**src/rtl/core/sgf_pkg.sv**
```systemverilog
// Shared constants and types for the softened gravity force pipeline.
`default_nettype none

package sgf_pkg;

    localparam int COORD_WIDTH = 32;
    localparam int FRAC_BITS   = 16;

    typedef struct packed {
        logic [2:0] neg;
        logic [2:0] ovf;
        logic       zero;
    } side_t;

endpackage

`default_nettype wire

```
**src/rtl/core/sgf_div_cell.sv**
```systemverilog
// One quotient-bit cell of the pipelined restoring divider, three axes wide.
`default_nettype none

module sgf_div_cell #(
    parameter int CW  = 131,
    parameter int DW  = 99,
    parameter int QW  = 32,
    parameter int BIT = 0
) (
    input  wire logic                  clk,
    input  wire logic                  rst_n,
    input  wire logic                  en,
    input  wire logic                  v_in,
    input  wire logic [2:0][CW-1:0]    rem_in,
    input  wire logic [2:0][QW-1:0]    q_in,
    input  wire logic [DW-1:0]         den_in,
    input  wire sgf_pkg::side_t        side_in,
    output logic                       v_out,
    output logic [2:0][CW-1:0]         rem_out,
    output logic [2:0][QW-1:0]         q_out,
    output logic [DW-1:0]              den_out,
    output sgf_pkg::side_t             side_out
);

    logic [CW-1:0]         den_sh;
    logic [2:0][CW-1:0]    rem_next;
    logic [2:0][QW-1:0]    q_next;
    logic                  v_reg;

    always_comb
    begin
        den_sh = CW'(den_in) << BIT;
        for (int k = 0; k < 3; k++)
        begin
            q_next[k] = q_in[k];
            if (rem_in[k] >= den_sh)
            begin
                rem_next[k]    = rem_in[k] - den_sh;
                q_next[k][BIT] = 1'b1;
            end
            else
            begin
                rem_next[k] = rem_in[k];
            end
        end
    end

    always_ff @(posedge clk or negedge rst_n)
    begin
        if (!rst_n)
        begin
            v_reg <= 1'b0;
        end
        else if (en)
        begin
            v_reg <= v_in;
        end
    end

    always_ff @(posedge clk)
    begin
        if (en)
        begin
            rem_out  <= rem_next;
            q_out    <= q_next;
            den_out  <= den_in;
            side_out <= side_in;
        end
    end

    assign v_out = v_reg;

endmodule

`default_nettype wire

```
**config.mk**
```make
export PLATFORM = sky130hd
export DESIGN_NAME = sgf_div_cell
export DESIGN_NICKNAME = d
export VERILOG_FILES = /design/src/rtl/core/sgf_pkg.sv /design/src/rtl/core/sgf_div_cell.sv
export SDC_FILE = /design/constraint.sdc
export NUM_CORES = 2
export LEC_CHECK = 0
export BUFFER_PORTS_ARGS = -buffer_cell sky130_fd_sc_hd__buf_4
export CORE_AREA = 8 8 466 468
export CTS_BUF_LIST = sky130_fd_sc_hd__clkbuf_2 sky130_fd_sc_hd__clkbuf_4 sky130_fd_sc_hd__clkbuf_8
export DETAILED_ROUTE_END_ITERATION = 6
export DIE_AREA = 0 0 474 476
export HOLD_SLACK_MARGIN = 0.1
export PLACE_DENSITY_LB_ADDON = 0.25
export SYNTH_ARGS = -nofsm -noshare
export SYNTH_HDL_FRONTEND = slang
export SYNTH_SLANG_ARGS = --single-unit
```
**constraint.sdc**
```tcl
create_clock -name clk -period 1.9 [get_ports clk]
set_input_delay 0.38 -clock clk [delete_from_list [all_inputs] [get_ports clk]]
set_output_delay 0.38 -clock clk [all_outputs]
set_load 0.01 [all_outputs]
```
==> results.cfg <==
[timing]
setup_tns_ns = -431.68
whs_ns = -0.190
max_clock_freq_mhz = 311
setup_viol = 482
worst_pin_slew_ns = 0.791
hold_violations = 8
fin_crit_sh_pct = 169
period_needed_ns = 3.22
fin_skew_ns = 0
fin_ws_ns = -1.32
final_max_slew_viol_count = 0
rsz0062_at_grt = yes
timing.slew.headroom_pct = 46.7

[routing]
vias = 57970
drc = 0
wl_mm = 320
route.antenna.remaining_nets = 0
drt_first_pass_iters = 6
drtIter0Drc = 4295
wl_per_cell_um = 26.2
routed_via_density = 4.76

[global_routing]
antenna_found_initial = 82
grt_max_degree = 62
grt_usage_pct = 26.2
overflow = 0
grt_pass1_vias = 58384
grt_first_pass_wirelength_mm = 427

[synthesis]
synth_xor_area_share_pct = 7.45
yosysWarnings = 0
syn_area_per_cell_um2 = 8.90
synth_ff_type = edfxtp_1
syn-num-nets = 5905
synth_top_family_by_area = compound AO/OA/AOI/OAI gates
ys_seq_area_share_pct = 40.2
synth_adder_area_share_pct = 8.47
synthCells = 5006
synth_top_cell_area_share_pct = 40.1
yosys-top-cells-area = edfxtp_1 40%, ha_1 8.3%, a21oi_1 8.3%
synth_area_leader_cell = edfxtp_1
synth_edf_count = 595
synth_simple_gate_area_share_pct = 17.7
synth_cell_types = 97
async_flop_share_pct = 0.168
synth_mux_area_share_pct = 1.06
syn_area_mm2 = 0.0446
synth_compound_gate_area_share_pct = 21.2
ys_ff_latch = 596

[critical_path]
worst-path-max-fanout = 4
critPathLaunchType = input port
rrSetupSlack_ns = 1.16
cp.required_ns = 2.58
end_kind = register
crit_type = in -> reg
ff2ff_path_depth = 1
rr_startpoint = v_out
r2r-end = v_out
arrival_ns = 3.90

[clocking]
clk_latency_ns = 0.89
root_buffer = clkbuf_8
clkSinkCount = 596
h-tree-depth = 3
clk_path_buf_depth = 3
numCtsBuffers = 119
tritoncts = built
cts.clk_slew.worst_paths_ns = 0.06

[floorplanning]
die_x_um = 474
initial_utilization_pct = 21.2
ios = 1195
core_area_mm2 = 0.210
num_rows = 169
die_y_um = 476
die_area_mm2 = 0.226

[hold_path]
hold_path_depth = 3
min_from = rem_in[174]
hp-class = in -> reg
hold_path_end = rem_out[174]

[final_layout]
nFillCells = 20698
syn_to_final_growth_pct = 104
drive_gt1_share_pct = 49.3
final_common_cell = buf_4
final_area_mm2 = 0.0910
finalNonFillerCells = 12188
finalNetCount = 10106
mostFrequentLayoutCells = 3348 x buf_4, 765 x dlygate4sd3_1, 595 x edfxtp_1

[place]
place_ws_ns = -3.25
placed_area_mm2 = 0.0742
place_congestion = 1.00
dp_cells = 10958
port-buffer-count = 1194
detailedPlacementHpwl_mm = 256

[power_and_ir_drop]
p_total_w = 0.0570
p_leak_nw = 39.7
vdd_drop_max_uv = 556
powerDensity_mw_per_mm2 = 627

[outcome]
violations = hold timing, setup timing
status = finished, violations left

[flow_run]
cap_violations = 0
## synthesized netlist by cell type (all sizes together) (29+ instances only)
cell type and n:
a21oi 735, edfxtp 595, nor2 591, nand2 444
ha 297, o21ai 284, xnor2 209, inv 205
clkbuf 200, nand4 178, xor2 170, a21o 124
nor3 103, o21bai 97, nand3 76, nor4 56
o21a 54, a31oi 40, or3 40, mux2 39
buf 34, o211ai 33, or2 29
## area by class of cell
type	count	area, µm²	share of cell area [%]
Antenna cell	62	155	0.171
Sequential cell	596	17900	19.7
Timing Repair Buffer	4313	36200	39.8
Tap cell	2821	3530	3.88
Inverter	205	903	0.993
Clock inverter	63	601	0.660
Multi-Input combinational cell	3972	29800	32.8
Clock buffer	156	1920	2.11
## how the worst max path moves through the flow
stage               start            to  slack (ns)  cells after the start
2_1_floorplan   den_in[7]  rem_out[373]       -1.57                     15
3_3_place_gp   den_in[14]  rem_out[387]       -3.21                     20
3_5_place_dp   den_in[14]  rem_out[387]       -3.25                     20
4_1_cts        den_in[19]   rem_out[92]       -1.17                     16
5_1_grt        den_in[19]  rem_out[100]       -1.36                     17
6_report        den_in[6]  rem_out[242]       -1.32                     19
## critical path: stages
cell and delay [ns]:
buf_4 0.13, inv_4 0.09, ha_4 0.22, a21o_1 0.19, or3_1 0.37, o211ai_1 0.21, buf_4 0.18, a2111oi_4 0.07
buf_4 0.16, buf_4 0.13, o21ai_2 0.18, a21oi_1 0.09, buf_4 0.16, a211o_4 0.37, a41oi_4 0.24, buf_4 0.17
o21bai_1 0.11, a211o_1 0.27, a21o_1 0.16
## through the flow
| stage | utilization (%) | hold WS, ns |
|---|---|---|
| CTS | 41.3 | -0.391 |
| global placement | 35.3 | 0.155 |
| global route | 43.2 | -0.239 |
| floorplan | - | 0.0844 |
| detailed placement | 35.3 | 0.157 |
| finish | 43.2 | -0.190 |
## kinds of logic after synthesis
group | count (synthesis)
and+or+nand+nor | 1687
AOI/OAI and AO/OA | 1563
DFF | 596
buffers and inverters | 439
xor gates and xnor gates | 379
adders and majority gates | 300
muxes | 42
## layer usage
layer  vias to the layer above  GRT usage [%]  wire length (µm)
met5                         -              0                35
met4                         8           14.6             20000
met3                       543           5.04             21100
met2                      2161           40.8            141000
met1                     28205           34.2            138000
li1                      27053              -                 -
## registers in the layout, indices dropped and copies added (netlist names)
register and cells:
side_out 7, q_out 96, rem_out 393, den_out 99, v_out 1
## where the power goes
group	leakage (nW)	internal [W]	switching, W
logic	32.5	0.0122	0.0124
registers	5.84	0.0166	0.000861
clock network	1.33	0.00790	0.00702
total	39.7	0.0367	0.0203
## what timing repair did
item                       CTS  global route
setup endpoints to repair  980           856
hold endpoints to repair   807            59
setup buffers               61           112
gates resized for setup    417           505
pin swaps                   74           171
cloned                      19            17
hold buffers               718            49
Note: power is estimated with default switching activity, not from simulation.
