[src/rtl/core/sgf_pkg.sv]
// Shared constants and types for the softened gravity force pipeline.
`default_nettype none

package sgf_pkg;

    localparam int COORD_WIDTH = 32;
    localparam int FRAC_BITS   = 16;

    typedef struct packed {
        logic [2:0] neg;
        logic [2:0] ovf;
        logic       zero;
    } side_t;

endpackage

`default_nettype wire

[src/rtl/core/sgf_sqrt_cell.sv]
// One digit cell of the pipelined integer square root.
`default_nettype none

module sgf_sqrt_cell #(
    parameter int SW  = 66,
    parameter int RW  = 33,
    parameter int NW  = 96,
    parameter int BIT = 0
) (
    input  wire logic                  clk,
    input  wire logic                  rst_n,
    input  wire logic                  en,
    input  wire logic                  v_in,
    input  wire logic [SW-1:0]         rem_in,
    input  wire logic [RW-1:0]         res_in,
    input  wire logic [SW-1:0]         s_in,
    input  wire logic [2:0][NW-1:0]    num_in,
    input  wire sgf_pkg::side_t        side_in,
    output logic                       v_out,
    output logic [SW-1:0]              rem_out,
    output logic [RW-1:0]              res_out,
    output logic [SW-1:0]              s_out,
    output logic [2:0][NW-1:0]         num_out,
    output sgf_pkg::side_t             side_out
);

    logic [SW:0]   trial;
    logic          ge;
    logic [SW-1:0] rem_next;
    logic [RW-1:0] res_next;
    logic          v_reg;

    always_comb
    begin
        trial    = ((SW+1)'(res_in) << (BIT + 1)) | ((SW+1)'(1) << (2 * BIT));
        ge       = {1'b0, rem_in} >= trial;
        rem_next = ge ? (rem_in - trial[SW-1:0]) : rem_in;
        res_next = res_in;
        if (ge)
        begin
            res_next[BIT] = 1'b1;
        end
    end

    always_ff @(posedge clk or negedge rst_n)
    begin
        if (!rst_n)
        begin
            v_reg <= 1'b0;
        end
        else if (en)
        begin
            v_reg <= v_in;
        end
    end

    always_ff @(posedge clk)
    begin
        if (en)
        begin
            rem_out  <= rem_next;
            res_out  <= res_next;
            s_out    <= s_in;
            num_out  <= num_in;
            side_out <= side_in;
        end
    end

    assign v_out = v_reg;

endmodule

`default_nettype wire

[config.mk]
export PLATFORM = sky130hd
export DESIGN_NAME = sgf_sqrt_cell
export DESIGN_NICKNAME = d
export VERILOG_FILES = /design/src/rtl/core/sgf_pkg.sv /design/src/rtl/core/sgf_sqrt_cell.sv
export SDC_FILE = /design/constraint.sdc
export NUM_CORES = 1
export LEC_CHECK = 0
export BUFFER_PORTS_ARGS = -buffer_cell sky130_fd_sc_hd__buf_2
export CORE_AREA = 2 2 358 360
export CTS_CLUSTER_DIAMETER = 200
export DETAILED_ROUTE_END_ITERATION = 10
export DIE_AREA = 0 0 360 362
export GPL_TIMING_DRIVEN = 1
export MAX_ROUTING_LAYER = met4
export PLACE_DENSITY_LB_ADDON = 0.15
export SYNTH_ARGS = -nofsm -noshare
export SYNTH_HDL_FRONTEND = slang
export SYNTH_SLANG_ARGS = --single-unit
[constraint.sdc]
create_clock -name clk -period 0.8 [get_ports clk]
set_input_delay 0.16 -clock clk [delete_from_list [all_inputs] [get_ports clk]]
set_output_delay 0.16 -clock clk [all_outputs]
set_load 0.005 [all_outputs]
==> metrics.csv <==
stage;metric;value;unit
run_status;outcome;finished with violations;
run_status;violated checks;setup timing;
floorplanning;Die W;360;um
worst_setup_path;max incr delay on CP;0.56;ns
grt;antenna violations before repair;19;
route;post-route antenna net violation count;0;
synthesis;distinct cell type count after synthesis;70;
synthesis;count leader, synth;edfxtp_1;
floorplanning;starting density of the core;13.7;%
synthesis;Yosys reg bits;461;
layout;Multi-input gate area;0.00437;mm^2
layout;Final Cell Area;0.0349;mm^2
clock_tree;Root Buffer;clkbuf_16;
power;leak pwr;0.0145;uW
clock_tree;worst skew pair latency;0.64;ns
placed_design;dpl ws;-2.49;ns
synthesis;number of flops mapped to enable cells by yosys;460;
route;Initial DRT Pass Iterations;5;
timing;RSZ-0062 raised after global routing;yes;
power;Power Density;1980;mW/mm^2
synthesis;Post-Synthesis Cells;998;
timing;relative max-transition margin;61.2;%
worst_setup_path;slowest stage cell, crit path;or4b_4;
clock_tree;cts bufs inserted;58;
route;Post-route DRC;0;
grt;vias in the first global route;17000;
placed_design;GPL Wtd Cong;0.828;
layout;final core occ;27.5;%
timing;PnR worst setup slack;-1.58;ns
timing;maximum clock frequency;420;MHz
worst_setup_path;Setup crit start kind;primary input;
worst_setup_path;CP Max Fanout;4;
min_path;Hold WC Path Type;primary input to register;
synthesis;yosys warns;0;
timing;final cycle utilization of the critical path;297;%
layout;# fillers;13300;
route;number of DRC markers in iteration 0;858;
route;average vias per placed instance;3.54;
timing;post-route minimum period;2.38;ns
synthesis;Synth Flop Type;edfxtp_1;
floorplanning;die area;0.130;mm^2
worst_setup_path;critical path class;primary input to register;
clock_tree;CTS clock-pin slew for the worst setup and hold paths;0.06;ns
route;Routed WL per cell;20.3;um
timing;final hold violations;0;
layout;layout cell share with drive strength beyond 1;54.0;%
clock_tree;CTS sink count;461;
synthesis;Synth area leaders;edfxtp_1 (80%), ha_1 (2.5%), xnor2_1 (2.0%), nand2_1 (1.5%), o21ai_0 (1.4%);
layout;register area;0.0138;mm^2
grt;Total GRT Usage;13.6;%
synthesis;post-synthesis sequential area ratio;79.8;%
route;DRT Wirelength;90200;um
placed_design;Final HPWL DP;71300;um
clock_tree;Longest Clk Path Bufs;3;
floorplanning;row count;131;
grt;largest net degree at the start of global routing;27;
worst_setup_path;arrival time worst endpoint;2.77;ns
floorplanning;Die Span Y;362;um
layout;P&R area growth vs syn;101;%
timing;# setup viols final;530;
power;VDD IR max;1.55;mV
worst_setup_path;Required @ worst endpoint;1.19;ns
timing;Pins Over Slew Limit;0;
synthesis;Async S/R FF share, synth;0.217;%
flow_run;Max Cap Viol;0;
synthesis;syn avg cell area;17.4;um^2
synthesis;cell taking the most area after synthesis;edfxtp_1;
floorplanning;IO Count;925;
synthesis;Post-Syn Area;0.0173;mm^2
grt;grt total ovfl;0;
clock_tree;CTS H-Tree Depth;2;
layout;net count reported at finish;3225;
worst_setup_path;CP Capture Type;register;
worst_setup_path;worst-path cell chain;buf_6 > or4_4 > or4b_4 > nor4_4 > o31ai_4 > buf_4 > o31ai_4 > buf_6 > nor3b_4 > buf_6 > xor2_1;
placed_design;Port Buffers;924;
placed_design;Placement Cell Area;0.0264;mm^2
synthesis;post-synth top area share;79.7;%
clock_tree;CTS tree;built;
synthesis;Post-synth top cells;edfxtp_1 (460), nand2_1 (67), o21ai_0 (47);
timing;Layout Skew;0;ns
grt;first-pass GRT wire length;124000;um
timing;worst slew pin tran;0.580;ns
floorplanning;core area;0.127;mm^2
timing;hold slack;0.0542;ns
synthesis;Net Count, Synth;1497;
power;total power draw;68900;uW
worst_setup_path;most frequent CP cell;buf_6;
route;via count;15800;
## per-stage QoR
stage / setup TNS (ns) / instances
after floorplan: -107.81 / 998
after global placement: -271.92 / 3823
after detailed placement: -275.55 / 3823
after CTS: -373.29 / 4413
after global routing: -371.45 / 4446
final: -331.09 / 4448
## logic make-up (layout without fill, tap and decap cells)
| group | after synthesis | in the layout | synth area share (%) |
|---|---|---|---|
| AO/OA/AOI/OAI | 169 | 169 | 6.48 |
| multiplexers | 3 | 3 | 0.216 |
| buffers and inverters | 59 | 1833 | 1.45 |
| adder cells (fa/ha/maj) | 35 | 35 | 2.57 |
| flip-flops | 461 | 461 | 79.8 |
| other | 0 | 14 | 0 |
| XOR/XNOR | 62 | 62 | 3.13 |
| AND/OR/NAND/NOR | 209 | 209 | 6.33 |
## area by class of cell
| cell class | instances | share of cell area [%] |
|---|---|---|
| antenna | 14 | 0.101 |
| clock buffer | 66 | 4.31 |
| clock inverter | 40 | 1.38 |
| inverter | 38 | 0.467 |
| multi-input combinational | 478 | 12.5 |
| sequential | 461 | 39.7 |
| tap | 1662 | 5.97 |
| timing repair buffer | 1689 | 35.5 |
## cell usage in the layout (no fill, tap or decap), types with 12 or more instances in the layout
cell type | synthesis | layout
buf_2 | 4 | 863
dlygate4sd3_1 | 0 | 462
edfxtp_1 | 460 | 460
buf_4 | 4 | 256
buf_6 | 1 | 74
clkbuf_16 | 0 | 60
nand2_1 | 67 | 39
nor2_1 | 39 | 34
xnor2_1 | 39 | 30
inv_1 | 37 | 29
buf_12 | 0 | 28
a21o_1 | 28 | 27
a21oi_1 | 37 | 24
ha_4 | 0 | 24
o21ai_2 | 0 | 21
xor2_1 | 23 | 20
nand4_1 | 17 | 17
nand2_2 | 0 | 17
diode_2 | 0 | 14
o21ai_1 | 1 | 13
nor3_1 | 20 | 12
o21ai_0 | 47 | 12
## worst max-delay path: cells and delay by family
family,cells,cell delay (ns)
AO/OA/AOI/OAI,2,0.44
AND/OR/NAND/NOR,4,1.45
XOR/XNOR,1,0.13
buffers and inverters,4,0.57
## repair_timing
action | CTS | global route
hold buffers | 462 | 1
buffers inserted | 21 | 22
endpoints found under the hold margin | 463 | 2
setup endpoints to repair | 528 | 530
gates resized for setup | 197 | 133
cloned | 4 | 2
pin swaps | 43 | 65
## sequential cells by signal, indices dropped and copies added (netlist names)
signal    flops
s_out        66
rem_out      66
num_out     288
v_out         1
res_out      33
side_out      7
## where the power goes
group | total (uW) | internal [uW] | switching [uW]
clock network | 27400 | 16200 | 11200
logic | 11900 | 6370 | 5530
registers | 29600 | 29000 | 662
## layer usage
metal | wire length, um | up-vias | share of wire, % | track usage (%)
met3 | 6300 | 100 | 7.0 | 4.17
met4 | 2430 | 0 | 2.7 | 3.90
li1 | - | 7355 | - | -
met5 | 0 | - | 0 | -
met2 | 47100 | 544 | 52 | 24.1
met1 | 34400 | 7752 | 38 | 14.5
## path summary, 6_finish.rpt
kind	start	slack, ns	to	depth (start not counted)
max	rem_in[60]	-1.58	rem_out[40]	11
max in group asynchronous	rst_n	0.15	v_out	3
min reg2reg	v_out	0.51	v_out	1
max reg2reg	v_out	0.06	v_out	1
min	en	0.05	num_out[31]	2
min in group asynchronous	rst_n	0.54	v_out	3
Note: power is estimated with default switching activity, not from simulation.
